`config.mk`:
```
export PLATFORM = sky130hd
export DESIGN_NAME = ll1_expression_parser
export DESIGN_NICKNAME = d
export VERILOG_FILES = /design/src/rtl/core/ll1ep_pkg.sv /design/src/rtl/core/ll1ep_ctrl.sv /design/src/rtl/core/ll1ep_datapath.sv /design/src/rtl/core/ll1_expression_parser.sv
export SDC_FILE = /design/constraint.sdc
export NUM_CORES = 1
export LEC_CHECK = 0
export ABC_AREA = 1
export BUFFER_PORTS_ARGS = -buffer_cell sky130_fd_sc_hd__buf_4
export CAP_MARGIN = 20
export CORE_UTILIZATION = 50
export CTS_CLUSTER_SIZE = 16
export DETAILED_ROUTE_END_ITERATION = 10
export PLACE_DENSITY_LB_ADDON = 0.1
export SYNTH_ARGS = -nofsm -noshare
export SYNTH_HDL_FRONTEND = slang
export SYNTH_HIERARCHICAL = 1
export SYNTH_SLANG_ARGS = --single-unit
```
`constraint.sdc`:
```
create_clock -name clock -period 6.1 [get_ports clock]
set_input_delay 0.61 -clock clock [delete_from_list [all_inputs] [get_ports clock]]
set_output_delay 0.61 -clock clock [all_outputs]
set_load 0.02 [all_outputs]
```
`src/rtl/core/ll1ep_pkg.sv`:
```
`timescale 1ns / 1ps
`default_nettype none
// ----------------------------------------------------------------------------
// ll1ep_pkg
// Shared types, symbol codes and predictive tables of the expression parser.
// ----------------------------------------------------------------------------
package ll1ep_pkg;

   localparam int STACK_DEPTH_DEF = 64;
   localparam int SYM_W           = 4;
   localparam int TOKEN_W         = 4;
   localparam int DEPTH_W         = 7;
   localparam int STATUS_W        = 2;
   localparam int GUARD_W         = 5;
   localparam int REQ_DATA_W      = 8;
   localparam int RSP_DATA_W      = 16;

   localparam logic [GUARD_W-1:0] GUARD_LIMIT = 5'd16;

   // terminals share their codes with the token encoding
   localparam logic [SYM_W-1:0] SYM_A     = 4'd0;
   localparam logic [SYM_W-1:0] SYM_PLUS  = 4'd1;
   localparam logic [SYM_W-1:0] SYM_MINUS = 4'd2;
   localparam logic [SYM_W-1:0] SYM_MUL   = 4'd3;
   localparam logic [SYM_W-1:0] SYM_DIV   = 4'd4;
   localparam logic [SYM_W-1:0] SYM_LPAR  = 4'd5;
   localparam logic [SYM_W-1:0] SYM_RPAR  = 4'd6;
   localparam logic [SYM_W-1:0] SYM_END   = 4'd7;
   localparam logic [SYM_W-1:0] SYM_E     = 4'd8;
   localparam logic [SYM_W-1:0] SYM_Q     = 4'd9;
   localparam logic [SYM_W-1:0] SYM_T     = 4'd10;
   localparam logic [SYM_W-1:0] SYM_R     = 4'd11;
   localparam logic [SYM_W-1:0] SYM_F     = 4'd12;

   typedef enum logic [STATUS_W-1:0] {
      ST_MATCH    = 2'd0,
      ST_ACCEPT   = 2'd1,
      ST_REJECT   = 2'd2,
      ST_OVERFLOW = 2'd3
   } status_type;

   typedef enum logic [3:0] {
      P_BLANK = 4'd0,
      P_TQ    = 4'd1,
      P_PTQ   = 4'd2,
      P_MTQ   = 4'd3,
      P_FR    = 4'd4,
      P_XFR   = 4'd5,
      P_DFR   = 4'd6,
      P_A     = 4'd7,
      P_PAREN = 4'd8,
      P_EPS   = 4'd9
   } prod_type;

   typedef enum logic [2:0] {
      EV_MATCH,
      EV_ACCEPT,
      EV_REJECT,
      EV_OVERFLOW,
      EV_EXPAND,
      EV_EPSILON
   } ev_type;

   typedef struct packed {
      logic load;
      logic init0;
      logic init1;
      logic read;
      logic hold;
      logic fault;
      logic eval;
      logic push;
      logic emit;
   } cmd_type;

   typedef struct packed {
      logic   finished;
      logic   fault;
      ev_type outcome;
      logic   push_last;
      logic   out_free;
   } stat_type;

   // rows E Q T R F, columns a + - * / ( ) $
   function automatic prod_type predict(input logic [SYM_W-1:0] nt,
                                        input logic [TOKEN_W-1:0] tok);
      prod_type p;
      p = P_BLANK;
      unique case (nt)
         SYM_E: if (tok == SYM_A || tok == SYM_LPAR) p = P_TQ;
         SYM_Q: begin
            case (tok) inside
               SYM_PLUS:          p = P_PTQ;
               SYM_MINUS:         p = P_MTQ;
               SYM_RPAR, SYM_END: p = P_EPS;
               default:           p = P_BLANK;
            endcase
         end
         SYM_T: if (tok == SYM_A || tok == SYM_LPAR) p = P_FR;
         SYM_R: begin
            case (tok) inside
               SYM_MUL:                               p = P_XFR;
               SYM_DIV:                               p = P_DFR;
               SYM_PLUS, SYM_MINUS, SYM_RPAR, SYM_END: p = P_EPS;
               default:                               p = P_BLANK;
            endcase
         end
         SYM_F: begin
            if (tok == SYM_A) p = P_A;
            else if (tok == SYM_LPAR) p = P_PAREN;
         end
         default: p = P_BLANK;
      endcase
      return p;
   endfunction

   function automatic logic [1:0] rhs_len(input prod_type p);
      logic [1:0] n;
      unique case (p) inside
         P_TQ, P_FR:                          n = 2'd2;
         P_PTQ, P_MTQ, P_XFR, P_DFR, P_PAREN: n = 2'd3;
         P_A:                                 n = 2'd1;
         default:                             n = 2'd0;
      endcase
      return n;
   endfunction

   // symbol i of the right-hand side, leftmost first
   function automatic logic [SYM_W-1:0] rhs_sym(input prod_type p, input logic [1:0] i);
      logic [SYM_W-1:0] s;
      s = SYM_A;
      unique case (p)
         P_TQ:    s = (i == 2'd0) ? SYM_T : SYM_Q;
         P_FR:    s = (i == 2'd0) ? SYM_F : SYM_R;
         P_PTQ:   s = (i == 2'd0) ? SYM_PLUS  : (i == 2'd1) ? SYM_T : SYM_Q;
         P_MTQ:   s = (i == 2'd0) ? SYM_MINUS : (i == 2'd1) ? SYM_T : SYM_Q;
         P_XFR:   s = (i == 2'd0) ? SYM_MUL   : (i == 2'd1) ? SYM_F : SYM_R;
         P_DFR:   s = (i == 2'd0) ? SYM_DIV   : (i == 2'd1) ? SYM_F : SYM_R;
         P_PAREN: s = (i == 2'd0) ? SYM_LPAR  : (i == 2'd1) ? SYM_E : SYM_RPAR;
         default: s = SYM_A;
      endcase
      return s;
   endfunction

endpackage
`default_nettype wire

```
`src/rtl/core/ll1ep_ctrl.sv`:
```
`timescale 1ns / 1ps
`default_nettype none
// ----------------------------------------------------------------------------
// ll1ep_ctrl
// Sequencer of the parser: stack init, top fetch, evaluate, push, result.
// ----------------------------------------------------------------------------
module ll1ep_ctrl
   import ll1ep_pkg::*;
(
   input  wire logic     clock,
   input  wire logic     reset,
   input  wire logic     req_tvalid,
   output logic          req_tready,
   input  wire logic     req_new_string,
   input  wire stat_type stat,
   output cmd_type       cmd
);

   typedef enum logic [6:0] {
      S_INIT0 = 7'b0000001,
      S_INIT1 = 7'b0000010,
      S_IDLE  = 7'b0000100,
      S_READ  = 7'b0001000,
      S_EVAL  = 7'b0010000,
      S_PUSH  = 7'b0100000,
      S_DONE  = 7'b1000000
   } state_type;

   state_type state_ff, state_in;
   logic      have_item_ff, have_item_in;

   always_ff @(posedge clock) begin
      if (reset) begin
         state_ff     <= S_INIT0;
         have_item_ff <= 1'b0;
      end else begin
         state_ff     <= state_in;
         have_item_ff <= have_item_in;
      end
   end

   always_comb begin
      state_in     = state_ff;
      have_item_in = have_item_ff;
      cmd          = '0;
      req_tready   = 1'b0;
      unique case (state_ff)
         S_INIT0: begin
            cmd.init0 = 1'b1;
            state_in  = S_INIT1;
         end
         S_INIT1: begin
            cmd.init1 = 1'b1;
            state_in  = have_item_ff ? S_READ : S_IDLE;
         end
         S_IDLE: begin
            req_tready = 1'b1;
            if (req_tvalid) begin
               cmd.load     = 1'b1;
               have_item_in = 1'b1;
               state_in     = req_new_string ? S_INIT0 : S_READ;
            end
         end
         S_READ: begin
            if (stat.finished) begin
               cmd.hold = 1'b1;
               state_in = S_DONE;
            end else if (stat.fault) begin
               cmd.fault = 1'b1;
               state_in  = S_DONE;
            end else begin
               cmd.read = 1'b1;
               state_in = S_EVAL;
            end
         end
         S_EVAL: begin
            cmd.eval = 1'b1;
            case (stat.outcome)
               EV_EXPAND:  state_in = S_PUSH;
               EV_EPSILON: state_in = S_READ;
               default:    state_in = S_DONE;
            endcase
         end
         S_PUSH: begin
            cmd.push = 1'b1;
            if (stat.push_last) state_in = S_READ;
         end
         S_DONE: begin
            if (stat.out_free) begin
               cmd.emit     = 1'b1;
               have_item_in = 1'b0;
               state_in     = S_IDLE;
            end
         end
         default: state_in = S_INIT0;
      endcase
   end

endmodule
`default_nettype wire

```
`src/rtl/core/ll1ep_datapath.sv`:
```
`timescale 1ns / 1ps
`default_nettype none
// ----------------------------------------------------------------------------
// ll1ep_datapath
// Symbol stack memory, stack pointer, table lookup and result register.
// ----------------------------------------------------------------------------
module ll1ep_datapath
   import ll1ep_pkg::*;
#(
   parameter int STACK_DEPTH = STACK_DEPTH_DEF
)(
   input  wire logic                  clock,
   input  wire logic                  reset,
   input  wire logic [TOKEN_W-1:0]    req_token,
   input  wire cmd_type               cmd,
   output stat_type                   stat,
   input  wire logic                  rsp_tready,
   output logic                       rsp_tvalid,
   output logic [RSP_DATA_W-1:0]      rsp_tdata
);

   localparam int AW  = (STACK_DEPTH > 1) ? $clog2(STACK_DEPTH) : 1;
   localparam int SPW = $clog2(STACK_DEPTH + 1);
   localparam logic [SPW:0]   DEPTH_P1  = (SPW + 1)'(STACK_DEPTH + 1);
   localparam logic [SPW-1:0] DEPTH_MAX = SPW'(STACK_DEPTH);
   localparam int WW = SPW + DEPTH_W;

   logic [SYM_W-1:0] stack_mem [STACK_DEPTH];

   // control state
   logic [SPW-1:0]           sp_ff, sp_in;
   logic                     finished_ff, finished_in;
   status_type               last_ff, last_in;
   logic                     rsp_valid_ff, rsp_valid_in;
   // payload
   logic [TOKEN_W-1:0]       token_ff, token_in;
   logic [GUARD_W-1:0]       guard_ff, guard_in;
   logic [SYM_W-1:0]         top_ff;
   prod_type                 prod_ff, prod_in;
   logic [1:0]               idx_ff, idx_in;
   status_type               res_ff, res_in;
   logic [RSP_DATA_W-1:0]    rsp_data_ff, rsp_data_in;

   logic [SPW-1:0]           sp_m1;
   logic                     mem_we;
   logic [AW-1:0]            mem_waddr;
   logic [SYM_W-1:0]         mem_wdata;
   prod_type                 prod;
   logic [1:0]               n_len;
   ev_type                   outcome;
   logic [WW-1:0]            sp_wide;
   logic [DEPTH_W-1:0]       depth_sat;

   assign sp_m1 = sp_ff - SPW'(1);

   always_ff @(posedge clock) begin
      if (mem_we) stack_mem[mem_waddr] <= mem_wdata;
      if (cmd.read) top_ff <= stack_mem[sp_m1[AW-1:0]];
   end

   always_comb begin
      mem_we    = cmd.init0 | cmd.init1 | cmd.push;
      mem_waddr = sp_ff[AW-1:0];
      mem_wdata = rhs_sym(prod_ff, idx_ff - 2'd1);
      if (cmd.init0) begin
         mem_waddr = '0;
         mem_wdata = SYM_END;
      end else if (cmd.init1) begin
         mem_waddr = AW'(1);
         mem_wdata = SYM_E;
      end
   end

   // evaluate the fetched top against the current token
   always_comb begin
      prod  = predict(top_ff, token_ff);
      n_len = rhs_len(prod);
      if (top_ff == SYM_END) begin
         outcome = (token_ff == SYM_END) ? EV_ACCEPT : EV_REJECT;
      end else if (top_ff < SYM_END) begin
         outcome = (top_ff == token_ff) ? EV_MATCH : EV_REJECT;
      end else if (top_ff > SYM_F || token_ff > SYM_END || prod == P_BLANK) begin
         outcome = EV_REJECT;
      end else if (({1'b0, sp_ff} + (SPW + 1)'(n_len)) > DEPTH_P1) begin
         outcome = EV_OVERFLOW;
      end else if (n_len == 2'd0) begin
         outcome = EV_EPSILON;
      end else begin
         outcome = EV_EXPAND;
      end
   end

   always_comb begin
      sp_wide   = WW'(sp_ff);
      depth_sat = (sp_wide > WW'(127)) ? DEPTH_W'(127) : sp_wide[DEPTH_W-1:0];
   end

   always_comb begin
      sp_in        = sp_ff;
      finished_in  = finished_ff;
      last_in      = last_ff;
      rsp_valid_in = rsp_valid_ff;
      token_in     = token_ff;
      guard_in     = guard_ff;
      prod_in      = prod_ff;
      idx_in       = idx_ff;
      res_in       = res_ff;
      rsp_data_in  = rsp_data_ff;

      if (cmd.load) begin
         token_in  = req_token;
         guard_in  = '0;
      end
      if (cmd.init1) begin
         sp_in       = SPW'(2);
         finished_in = 1'b0;
         last_in     = ST_MATCH;
      end
      if (cmd.hold) res_in = last_ff;
      if (cmd.fault) begin
         res_in      = ST_REJECT;
         finished_in = 1'b1;
         last_in     = ST_REJECT;
      end
      if (cmd.eval) begin
         unique case (outcome)
            EV_MATCH: begin
               sp_in  = sp_m1;
               res_in = ST_MATCH;
            end
            EV_ACCEPT, EV_REJECT, EV_OVERFLOW: begin
               res_in      = (outcome == EV_ACCEPT) ? ST_ACCEPT :
                             (outcome == EV_OVERFLOW) ? ST_OVERFLOW : ST_REJECT;
               finished_in = 1'b1;
               last_in     = res_in;
            end
            default: begin
               sp_in    = sp_m1;
               guard_in = guard_ff + GUARD_W'(1);
               prod_in  = prod;
               idx_in   = n_len;
            end
         endcase
      end
      if (cmd.push) begin
         sp_in  = sp_ff + SPW'(1);
         idx_in = idx_ff - 2'd1;
      end
      if (cmd.emit) begin
         rsp_valid_in = 1'b1;
         rsp_data_in  = RSP_DATA_W'({depth_sat, res_ff});
      end else if (rsp_tready) begin
         rsp_valid_in = 1'b0;
      end
   end

   always_ff @(posedge clock) begin
      if (reset) begin
         sp_ff        <= SPW'(2);
         finished_ff  <= 1'b0;
         last_ff      <= ST_MATCH;
         rsp_valid_ff <= 1'b0;
      end else begin
         sp_ff        <= sp_in;
         finished_ff  <= finished_in;
         last_ff      <= last_in;
         rsp_valid_ff <= rsp_valid_in;
      end
      token_ff    <= token_in;
      guard_ff    <= guard_in;
      prod_ff     <= prod_in;
      idx_ff      <= idx_in;
      res_ff      <= res_in;
      rsp_data_ff <= rsp_data_in;
   end

   always_comb begin
      stat.finished   = finished_ff;
      stat.fault      = (guard_ff == GUARD_LIMIT) || (sp_ff == '0) || (sp_ff > DEPTH_MAX);
      stat.outcome    = outcome;
      stat.push_last  = (idx_ff == 2'd1);
      stat.out_free   = !rsp_valid_ff || rsp_tready;
   end

   assign rsp_tvalid = rsp_valid_ff;
   assign rsp_tdata  = rsp_data_ff;

endmodule
`default_nettype wire

```
`src/rtl/core/ll1_expression_parser.sv`:
```
`timescale 1ns / 1ps
`default_nettype none
// ----------------------------------------------------------------------------
// ll1_expression_parser
// Table-driven LL(1) parser for + - * / ( ) expressions over one operand a.
// ----------------------------------------------------------------------------
// Usage: one token per req transfer, one status per rsp transfer, in order.
// req_tuser[0] set starts a new string: the stack is rebuilt to $ E first.
// After accept, reject or overflow, tokens are ignored (the held final
// status and current depth repeat) until a new string is started.
// Timing: one token is taken only when the previous one has finished its
// walk through the stack. Each nonterminal on top is fetched and evaluated,
// then the symbols of its right-hand side (0 to 3) are pushed one by one;
// the terminal on top is fetched and evaluated, and the result register is
// loaded at the end of the walk. After each token, req_tready rises
// together with rsp_tvalid.
// Reset: synchronous; an init pass writes $ E into the stack, with
// req_tready low. When rsp_tready is low the result stays in the output
// register; the next token is still accepted and held until it frees up.
// ----------------------------------------------------------------------------
module ll1_expression_parser
   import ll1ep_pkg::*;
#(
   parameter int STACK_DEPTH = STACK_DEPTH_DEF
)(
   input  wire logic                   clock,
   input  wire logic                   reset,
   input  wire logic                   req_tvalid,
   output logic                        req_tready,
   input  wire logic [REQ_DATA_W-1:0]  req_tdata,   // [3:0] token
   input  wire logic [0:0]             req_tuser,   // [0] new_string
   output logic                        rsp_tvalid,
   input  wire logic                   rsp_tready,
   output logic [RSP_DATA_W-1:0]       rsp_tdata    // [1:0] status, [8:2] stack_depth
);

   cmd_type  cmd;
   stat_type stat;

   ll1ep_ctrl u_ctrl (
      .clock          (clock),
      .reset          (reset),
      .req_tvalid     (req_tvalid),
      .req_tready     (req_tready),
      .req_new_string (req_tuser[0]),
      .stat           (stat),
      .cmd            (cmd)
   );

   ll1ep_datapath #(
      .STACK_DEPTH (STACK_DEPTH)
   ) u_datapath (
      .clock          (clock),
      .reset          (reset),
      .req_token      (req_tdata[TOKEN_W-1:0]),
      .cmd            (cmd),
      .stat           (stat),
      .rsp_tready     (rsp_tready),
      .rsp_tvalid     (rsp_tvalid),
      .rsp_tdata      (rsp_tdata)
   );

endmodule
`default_nettype wire

```
== Word-level counts from Yosys, hierarchy flattened ==
Memory sizes are Yosys's and may differ from the RTL's. A register that Yosys moved wholly into a read port is not among the register bits.
Cells that the tools add are included.
Widths: inputs -> output; s select.

* Flip-flop bits (word level): 45
* Bits in writable memories: 256
* Output and inout port bits: 18
* Memories kept: 1

* Add/subtract/negate cells: 5
* Order comparisons: 5
* Equal/unequal tests: 48
* Multiplexer cells: 89
* Bitwise logic cells: 3
* Reductions and logical operators: 26

{| class="wikitable"
|+ Memory list
! memory !! words !! bits a word !! read ports !! clocked after Yosys merged registers in !! write ports !! RTL line !! RTL
|-
| u_datapath.stack_mem || 64 || 4 || 1 || 1 || 1 || ll1ep_datapath.sv:28 || <nowiki>logic [SYM_W-1:0] stack_mem [STACK_DEPTH];</nowiki>
|}

{| class="wikitable"
|+ Operators with widths
! operator !! number
|-
| $mux 4 || 18
|-
| $mux 7 || 9
|-
| $pmux 7 s7 || 1
|-
| $eq 4x3->1 const B || 12
|-
| $mux 2 || 15
|-
| $eq 4x4->1 const B || 7
|-
| $pmux 4 s7 || 1
|-
| $mux 1 || 27
|-
| $eq 4x2->1 const B || 6
|-
| $mux 3 || 8
|-
| $pmux 4 s5 || 1
|-
| $mux 5 || 3
|-
| $pmux 7 s2 || 1
|-
| $eq 4x1->1 const B || 3
|-
| $mux 6 || 2
|-
| $add 7x2->8 || 1
|-
| $gt 8x7->1 const B || 1
|-
| $logic_not 4->1 || 2
|-
| $reduce_or 4->1 || 2
|-
| $add 7x1->7 const B || 1
|-
| $eq 7x1->1 const B || 1
|-
| $eq 7x2->1 const B || 1
|-
| $eq 7x3->1 const B || 1
|-
| $eq 7x4->1 const B || 1
|-
| other kinds (34) || 51
|}

== Depth between registers and ports, before layout ==
Gate-level depths: netlist of the first run.

* Depth in word-level cells: 20
* Depth in mapped cells: 21

== By module ==
Netlist of the first run, hierarchy kept.

{| class="wikitable"
|+ Modules (own cells, without submodules)
! module !! times used !! cells an instance !! area an instance (um2) !! sequential area each (um2)
|-
| ll1ep_datapath || 1 || 1113 || 13098.8 || 8738.4
|-
| ll1ep_ctrl || 1 || 96 || 555.5 || 160.2
|}

== Worst setup path after synthesis of the first run ==
No wires, ideal clock.

* Kind: register -> register
* Start: reg u_datapath.prod_ff[3]
* End: mem u_datapath.stack_mem[0][1] (data pin)
* Arrival: 3.638 ns
* Required time: 5.398 ns
* Slack: 1.761 ns
* Cell stages (with the launch flop): 8
* Path buffers: 0
* Period minus slack after synthesis: 4.339 ns
* Cells stage by stage: edfxtp_1 nor2_1 inv_1 nor3_1 nor2_1 a31oi_1 nor3_1 o21ai_0

* Longest elaborated chain between the ends: 4

{| class="wikitable"
|+ RTL lines
! what !! RTL line !! RTL
|-
| start: declaration || ll1ep_datapath.sv:39 || <nowiki>prod_type prod_ff, prod_in;</nowiki>
|-
| start signal: assignment || ll1ep_datapath.sv:171 || <nowiki>prod_ff <= prod_in;</nowiki>
|-
| $eq 4x4->1, or another cell as far along || ll1ep_pkg.sv:132 || <nowiki>unique case (p)</nowiki>
|-
| $pmux 4 s7 (*) || ll1ep_pkg.sv:132 ||
|-
| $mux 4 (*) || ll1ep_datapath.sv:68 || <nowiki>end else if (cmd.init1) begin</nowiki>
|-
| $mux 4 (*) || ll1ep_datapath.sv:65 || <nowiki>if (cmd.init0) begin</nowiki>
|-
| net u_datapath.mem_wdata[1] || ll1ep_datapath.sv:47 || <nowiki>logic [SYM_W-1:0] mem_wdata;</nowiki>
|-
| end: declaration || ll1ep_datapath.sv:28 ||
|}

The timed path passes the listed nets; every way through them passes the cells marked *.

== Worst setup path after layout of the first run ==
* Start: reg u_datapath.sp_ff[0], in the netlist u_datapath/depth_sat[0]
* End: reg u_datapath.top_ff[2], read port of u_datapath.stack_mem (data pin)

* Longest elaborated chain between the ends: 6

{| class="wikitable"
|+ RTL lines
! what !! RTL line !! RTL
|-
| start: declaration || ll1ep_datapath.sv:31 || <nowiki>logic [SPW-1:0] sp_ff, sp_in;</nowiki>
|-
| start signal: assignment || ll1ep_datapath.sv:164 || <nowiki>sp_ff <= sp_in;</nowiki>
|-
| branches (longest 6 deep; another with $gt 7x7->1) || -- ||
|-
| end: declaration || ll1ep_datapath.sv:38 || <nowiki>logic [SYM_W-1:0] top_ff;</nowiki>
|}

Parallel ways; which one is timed is not known.
A chain may end at the register's enable or synchronous reset.

==> impl_results.md, run 1 <==
- Status: complete, no violations
- Crit path launch type: flop
- Worst path required time: 6.40 ns
- Area contributors post-synth: edfxtp_1 61%, nor2_1 6.8%, dfxtp_1 3.8%
- PD cells: 294.2 nW/um^2
- Pre-antenna DRT Iters: 5
- Most area-hungry cell type in the Yosys netlist: edfxtp_1
- Share of cells above drive strength 1: 10.03%
- P_sw: 956.0 uW
- Number of synthesized register bits: 305
- Worst r2r dst: u_datapath/top_ff[2]
- VDD IR max: 256.0 uV
- FFs w/ async S/R, synth: 0%
- Register area share after synthesis: approximately 65%
- Detailed-route wire length per cell: 19.32 um
- Final cycle utilization of the critical path: 61.11%
- CP Launch Point: u_datapath/depth_sat[0]
- R2r setup slk: around 2.4 ns
- Num ports: 31
- Clock share of power: between 40% and 50%
- GRT Overall Usage: around 22%
- Main synth FF type: edfxtp_1
- Ys Warns: 6
- CP endpoint: u_datapath/top_ff[2]
- Drt drc: 0
- Synth cell count leaders: 279 x edfxtp_1, 246 x nor2_1, 111 x nand2_1, 83 x o21ai_0, 72 x inv_1
- Via/cell ratio: about 5.7
- Fin crit period: around 3.7 ns
- Top-area cell type share of the netlist area: 61.36%
- Most numerous cell in the Yosys netlist: edfxtp_1
- Leak pwr: approximately 0.0052 uW
- Final worst slack: 2.372 ns
- Reg-to-reg startpoint: u_datapath/depth_sat[0]
- RD Place Congestion: 0.8897
- Setup WS pre-CTS: 2.392 ns
- PortBufs: 19
- Fmax: around 0.27 GHz
- Number of max-cap violations: 0
- Cell count after synthesis: approximately 1200
- Setup_tns: 0 ns
- Hold_buf cts: 0
- CP endpoint kind: flop
- Sequential power share: 54.0%
- Vias: 9010
- Final hold vios: 0
- Post-Route WL: 30.47 mm
- Final-stage net count: 1236
- Initial Util: 50.81%
- Core Area: 26880 um^2
- Number of synthesized flops with an enable pin: 279
- Sw Ratio: approximately 22%
- Hold WC Path Type: in2reg
- Final setup viols: 0
- Clock slew at reported path FFs: 0.07 ns
- Row count: 60
- Post-DRT Antenna Nets: 0
- Total CTS buffers: 31
- Data arrival, critical path: 4.03 ns
- Synth cell types: 46
- Clock latency on the worst-skew pair: 0.56 ns
- Setup skew after layout: 0.01274 ns
- Worst-case clock buffer depth: 3
- Die area: 27970 um^2
- Largest net degree at the start of global routing: 98
- Hold Path Stages: 1
- First DRT Iteration DRCs: between 800 and 900
- Die height: 167.3 um
- Int Pwr: 3471 uW
- Combinational power share: 5.0%
- Critical setup path kind: reg2reg
- Unrepaired setup endpoints after global routing: no
- Total chip power: approximately 4400 uW
- Wire length of the first global-routing pass: 47.71 mm
- Area post-placement: 14080 um^2
- Worst Tran Pin Value: 1.073 ns
- Slew Limit Fails: 0
- CTS resizes: 0
- Root Driver: clkbuf_16
- Final instance area: between 15000 and 20000 um^2
- Slew margin rel.: 28.49%
- H-tree depth: 1
- Hpwl dp: between 15 and 20 mm
- Grt total ovfl: 0
- Post-Syn Area: 13650 um^2
- Vias in the first global route: 8548
- Die Width: 167.3 um
- Post-CTS Setup Bufs: 0
- Average cell area after synthesis: 11.29 um^2
- CTS tree: done
- CTS sink count: ~310
- Reg2reg path depth: 10
- Initial antenna violation count: 0
- P&R area growth vs syn: 10.20%
- N_diodes: 0
- Crit path max fanout: 54
## critical path, stage by stage, from the launching register on
cell      delay, ns
dfxtp_4        0.81
clkinv_2       0.31
ha_1           0.32
xnor2_1        0.23
inv_2          0.36
buf_4          0.49
o221ai_1       0.23
o211ai_1       0.22
nand3_1        0.22
nand3_1        0.15
nand2_1        0.07
## worst min path at each step
stage	start	end	slack, ns
floorplan	u_datapath/depth_sat[5]	u_datapath/rsp_tdata[7]	0.41
global placement	u_datapath/res_ff[1]	u_datapath/rsp_tdata[1]	0.42
detailed placement	u_datapath/res_ff[1]	u_datapath/rsp_tdata[1]	0.43
CTS	req_tdata[0]	u_datapath/token_ff[0]	0.21
global route	req_tdata[1]	u_datapath/token_ff[1]	0.22
finish	req_tdata[0]	u_datapath/token_ff[0]	0.24
## cell usage in the layout (no fill, tap or decap), types with 5 or more instances in the layout
| cell | synthesis | routed |
|---|---|---|
| nor2_2 | 9 | 9 |
| inv_2 | 10 | 10 |
| nand2_1 | 111 | 110 |
| xor2_1 | 6 | 6 |
| clkinv_1 | 0 | 5 |
| nand4_1 | 13 | 13 |
| o32ai_1 | 32 | 32 |
| edfxtp_1 | 279 | 279 |
| o211ai_1 | 34 | 34 |
| a21oi_1 | 21 | 21 |
| nor3_1 | 15 | 15 |
| conb_1 | 1 | 7 |
| nor2_1 | 246 | 246 |
| nand2_2 | 7 | 8 |
| dfxtp_1 | 26 | 25 |
| nand3_1 | 58 | 58 |
| ha_1 | 10 | 9 |
| o21ai_0 | 83 | 81 |
| clkbuf_16 | 0 | 31 |
| clkbuf_1 | 36 | 9 |
| buf_4 | 10 | 28 |
| nor4_1 | 5 | 5 |
| o221ai_1 | 33 | 33 |
| inv_1 | 72 | 71 |
| mux2i_1 | 32 | 32 |
| clkinv_2 | 0 | 8 |
## power groups by stage
stage	sequential [uW]	clock, uW	combinational, uW
2_1_floorplan	2440	0	118
3_3_place_gp	2430	0	219
3_5_place_dp	2430	0	223
4_1_cts	2390	1850	224
5_1_grt	2390	1920	244
6_report	2390	1820	220
## per-stage QoR
stage | hold slack, ns | cells | util (%)
after floorplan | 0.4064 | 1215 | -
final | 0.2370 | 1577 | 55.99
after CTS | 0.2099 | 1577 | 55.99
after global placement | 0.4161 | 1520 | 52.37
after detailed placement | 0.4267 | 1520 | 52.37
after global routing | 0.2197 | 1577 | 55.99
## cells by family after synthesis
| family | count (synthesis) | share of synthesized area, % |
|---|---|---|
| AOI/OAI and AO/OA | 227 | 11.17 |
| buffers and inverters | 146 | 4.417 |
| other | 1 | 0.02746 |
| DFF | 305 | 65.17 |
| adders and majority gates | 11 | 1.063 |
| xor gates and xnor gates | 8 | 0.5682 |
| muxes | 32 | 2.346 |
| and+or+nand+nor | 479 | 15.24 |
## registers in the layout (all words and copies together), names as in the netlist
register                cells
u_ctrl/have_item_ff         1
u_datapath/prod_ff          4
u_datapath/finished_ff      1
u_datapath/rsp_tdata        9
u_datapath/top_ff           4
u_datapath/res_ff           2
u_datapath/rsp_tvalid       1
u_datapath/last_ff          2
u_datapath/stack_mem      256
u_datapath/token_ff         4
u_ctrl/state_ff             7
u_datapath/idx_ff           2
u_datapath/depth_sat        7
u_datapath/guard_ff         5
## final cells by class
type | instances | area (um^2)
fill | 2313 | 11830
clock inverter | 17 | 161.4
tap | 341 | 426.7
sequential | 305 | 8902
clock buffer | 40 | 809.5
timing repair buffer | 28 | 210.2
multi-input combinational | 764 | 4228
inverter | 82 | 309.0
## per-layer routing
metal | vias up | GRT usage [%] | routed length (um)
met3 | 53 | 3.947 | 1878
met5 | - | 0 | 0
li1 | 4381 | - | -
met4 | 0 | 6.462 | 782
met1 | 4295 | 30.60 | 13760
met2 | 281 | 35.55 | 14060
(Power assumes the default switching activity.)
==> run 2: changes to the inputs <==
Clock period 6.1 ns to 3.3 ns, I/O delays scaled along.
==> impl_results.md, run 2 (same netlist as run 1, synthesis figures left out) <==
- Status: complete, no violations
- PD cells: 536.3 nW/um^2 (+82%)
- Vias in the first global route: 8608 (+0.70%)
- Hold WC Path Type: in2reg
- Final cycle utilization of the critical path: 97.49% (+36 points)
- Leak pwr: 0.005369 uW (+4.2%)
- P&R area growth vs syn: 13.48%
- Fmax: 0.3108 GHz (+16%)
- Pre-antenna DRT Iters: 5 (unchanged)
- Die Width: 167.3 um (unchanged)
- Detailed-route wire length per cell: 19.72 um (+2.0%)
- Post-Route WL: 31.84 mm (+4.5%)
- Slew margin rel.: 46.79% (+18 points)
- H-tree depth: 2 (+1)
- Setup WS pre-CTS: 0.05928 ns (-2.333 ns)
- Via/cell ratio: 5.733 (+0.35%)
- PortBufs: 19 (unchanged)
- Die area: 27970 um^2 (unchanged)
- Crit path launch type: flop
- Worst-case clock buffer depth: 3 (unchanged)
- Initial antenna violation count: 1 (+1)
- Slew Limit Fails: 0 (unchanged)
- Fin crit period: 3.217 ns (-0.5108 ns)
- Grt total ovfl: 0 (unchanged)
- Wire length of the first global-routing pass: 49.22 mm (+3.2%)
- CTS tree: done
- Setup_tns: 0 ns (unchanged)
- Core Area: 26880 um^2 (unchanged)
- Largest net degree at the start of global routing: 69 (-30%)
- CP endpoint kind: flop
- Worst path required time: 3.75 ns (-2.65 ns)
- GRT Overall Usage: 22.81% (+0.80 points)
- Final worst slack: 0.08289 ns (-2.289 ns)
- Critical setup path kind: reg2reg
- Most frequent cells in the layout: 279 x edfxtp_1, 242 x nor2_1, 110 x nand2_1, 79 x o21ai_0, 69 x inv_1
- Root Driver: clkbuf_16
- Vias: 9259 (+2.8%)
- Clock slew at reported path FFs: 0.06 ns (about the same)
- Row count: 60 (unchanged)
- Unrepaired setup endpoints after global routing: yes
- RD Place Congestion: 0.8376 (-5.9%)
- Most common cell after layout, fill and taps aside: edfxtp_1
- Initial Util: 50.81% (unchanged)
- Hpwl dp: 20.29 mm (+6.5%)
- First DRT Iteration DRCs: 885 (+2.4%)
- Final hold vios: 0 (unchanged)
- Worst Tran Pin Value: 0.7981 ns (-0.2746 ns)
- Clock latency on the worst-skew pair: 0.51 ns (-0.05 ns)
- Setup skew after layout: 0.01294 ns (+0.0001947 ns)
- N_diodes: 0 (unchanged)
- Total chip power: 8310 uW (+88%)
- Post-route core utilization: 57.65% (+1.7 points)
- Final setup viols: 0 (unchanged)
- Data arrival, critical path: 3.67 ns (-0.36 ns)
- Number of max-cap violations: 0 (unchanged)
- Max reg flops: 256 (unchanged)
- CTS sink count: 305 (unchanged)
- VDD IR max: 440.3 uV (+72%)
- Num ports: 31 (unchanged)
- Crit path max fanout: 7 (-87%)
- Die height: 167.3 um (unchanged)
- Total CTS buffers: 34 (+9.7%)
- Share of cells above drive strength 1: 13.11% (+3.1 points)
- Final-stage net count: 1276 (+3.2%)
- Biggest register: u_datapath/stack_mem
- Drt drc: 0 (unchanged)
- Post-DRT Antenna Nets: 0 (unchanged)
[run 2: timing repair]
action	4_1_cts	5_1_grt
gates resized for setup	0	18
hold buffers	4	0
setup buffers	0	10
setup endpoints to repair	0	5
endpoints found under the hold margin	4	0
[run 2: worst max-delay path, cell delays in order (launching register included)]
cell and delay (ns):
edfxtp_1 0.49, inv_1 0.11, nand2_1 0.10, nand3_1 0.10, or2_4 0.26, nand4_1 0.12
ha_2 0.19, inv_1 0.05, fa_1 0.53, nand2_1 0.06, nand2_1 0.08, nand3_2 0.11
a21oi_4 0.21, o21ai_0 0.11, nand2_1 0.07, nand2_1 0.09, nor4_1 0.33, o21a_1 0.14
[run 2: per-stage QoR]
step | instances | hold WS [ns] | cell area (um^2)
5_1_grt | 1615 | 0.1037 | 15490
3_5_place_dp | 1543 | 0.4390 | 14320
6_report | 1615 | 0.1031 | 15490
4_1_cts | 1605 | 0.08410 | 15370
2_1_floorplan | 1215 | 0.3991 | 13680
3_3_place_gp | 1543 | 0.4408 | 14320
[run 2: final timing paths]
kind / start / to / slack [ns] / cells past startpoint
worst max-delay path: u_datapath/token_ff[0] / u_ctrl/state_ff[5] / 0.08 / 17
worst min-delay path: reset / u_datapath/last_ff[1] / 0.10 / 2
worst min register to register: u_datapath/res_ff[0] / u_datapath/rsp_tdata[0] / 0.45 / 0
worst max register to register: u_datapath/token_ff[0] / u_ctrl/state_ff[5] / 0.08 / 17
[run 2: routing by layer]
| layer | vias to the layer above | wire length [um] | global-route usage [%] |
|---|---|---|---|
| met1 | 4504 | 14960 | 33.24 |
| li1 | 4461 | - | - |
| met5 | - | 0 | 0 |
| met4 | 0 | 525 | 6.143 |
| met3 | 41 | 1775 | 3.616 |
| met2 | 253 | 14580 | 35.67 |
[run 2: cell type report]
class                           count  area [um^2]
Fill cell                        2265        11380
Clock inverter                     18        113.9
Sequential cell                   305         8902
Multi-Input combinational cell    764         4264
Timing Repair Buffer               65        576.8
Inverter                           82        316.6
Clock buffer                       40        894.6
Tap cell                          341        426.7
[run 2: where the power goes]
group	switching, uW	total (uW)	internal (uW)
clock network	1440	3450	2010
registers	19.8	4410	4390
logic	356	449	93.1
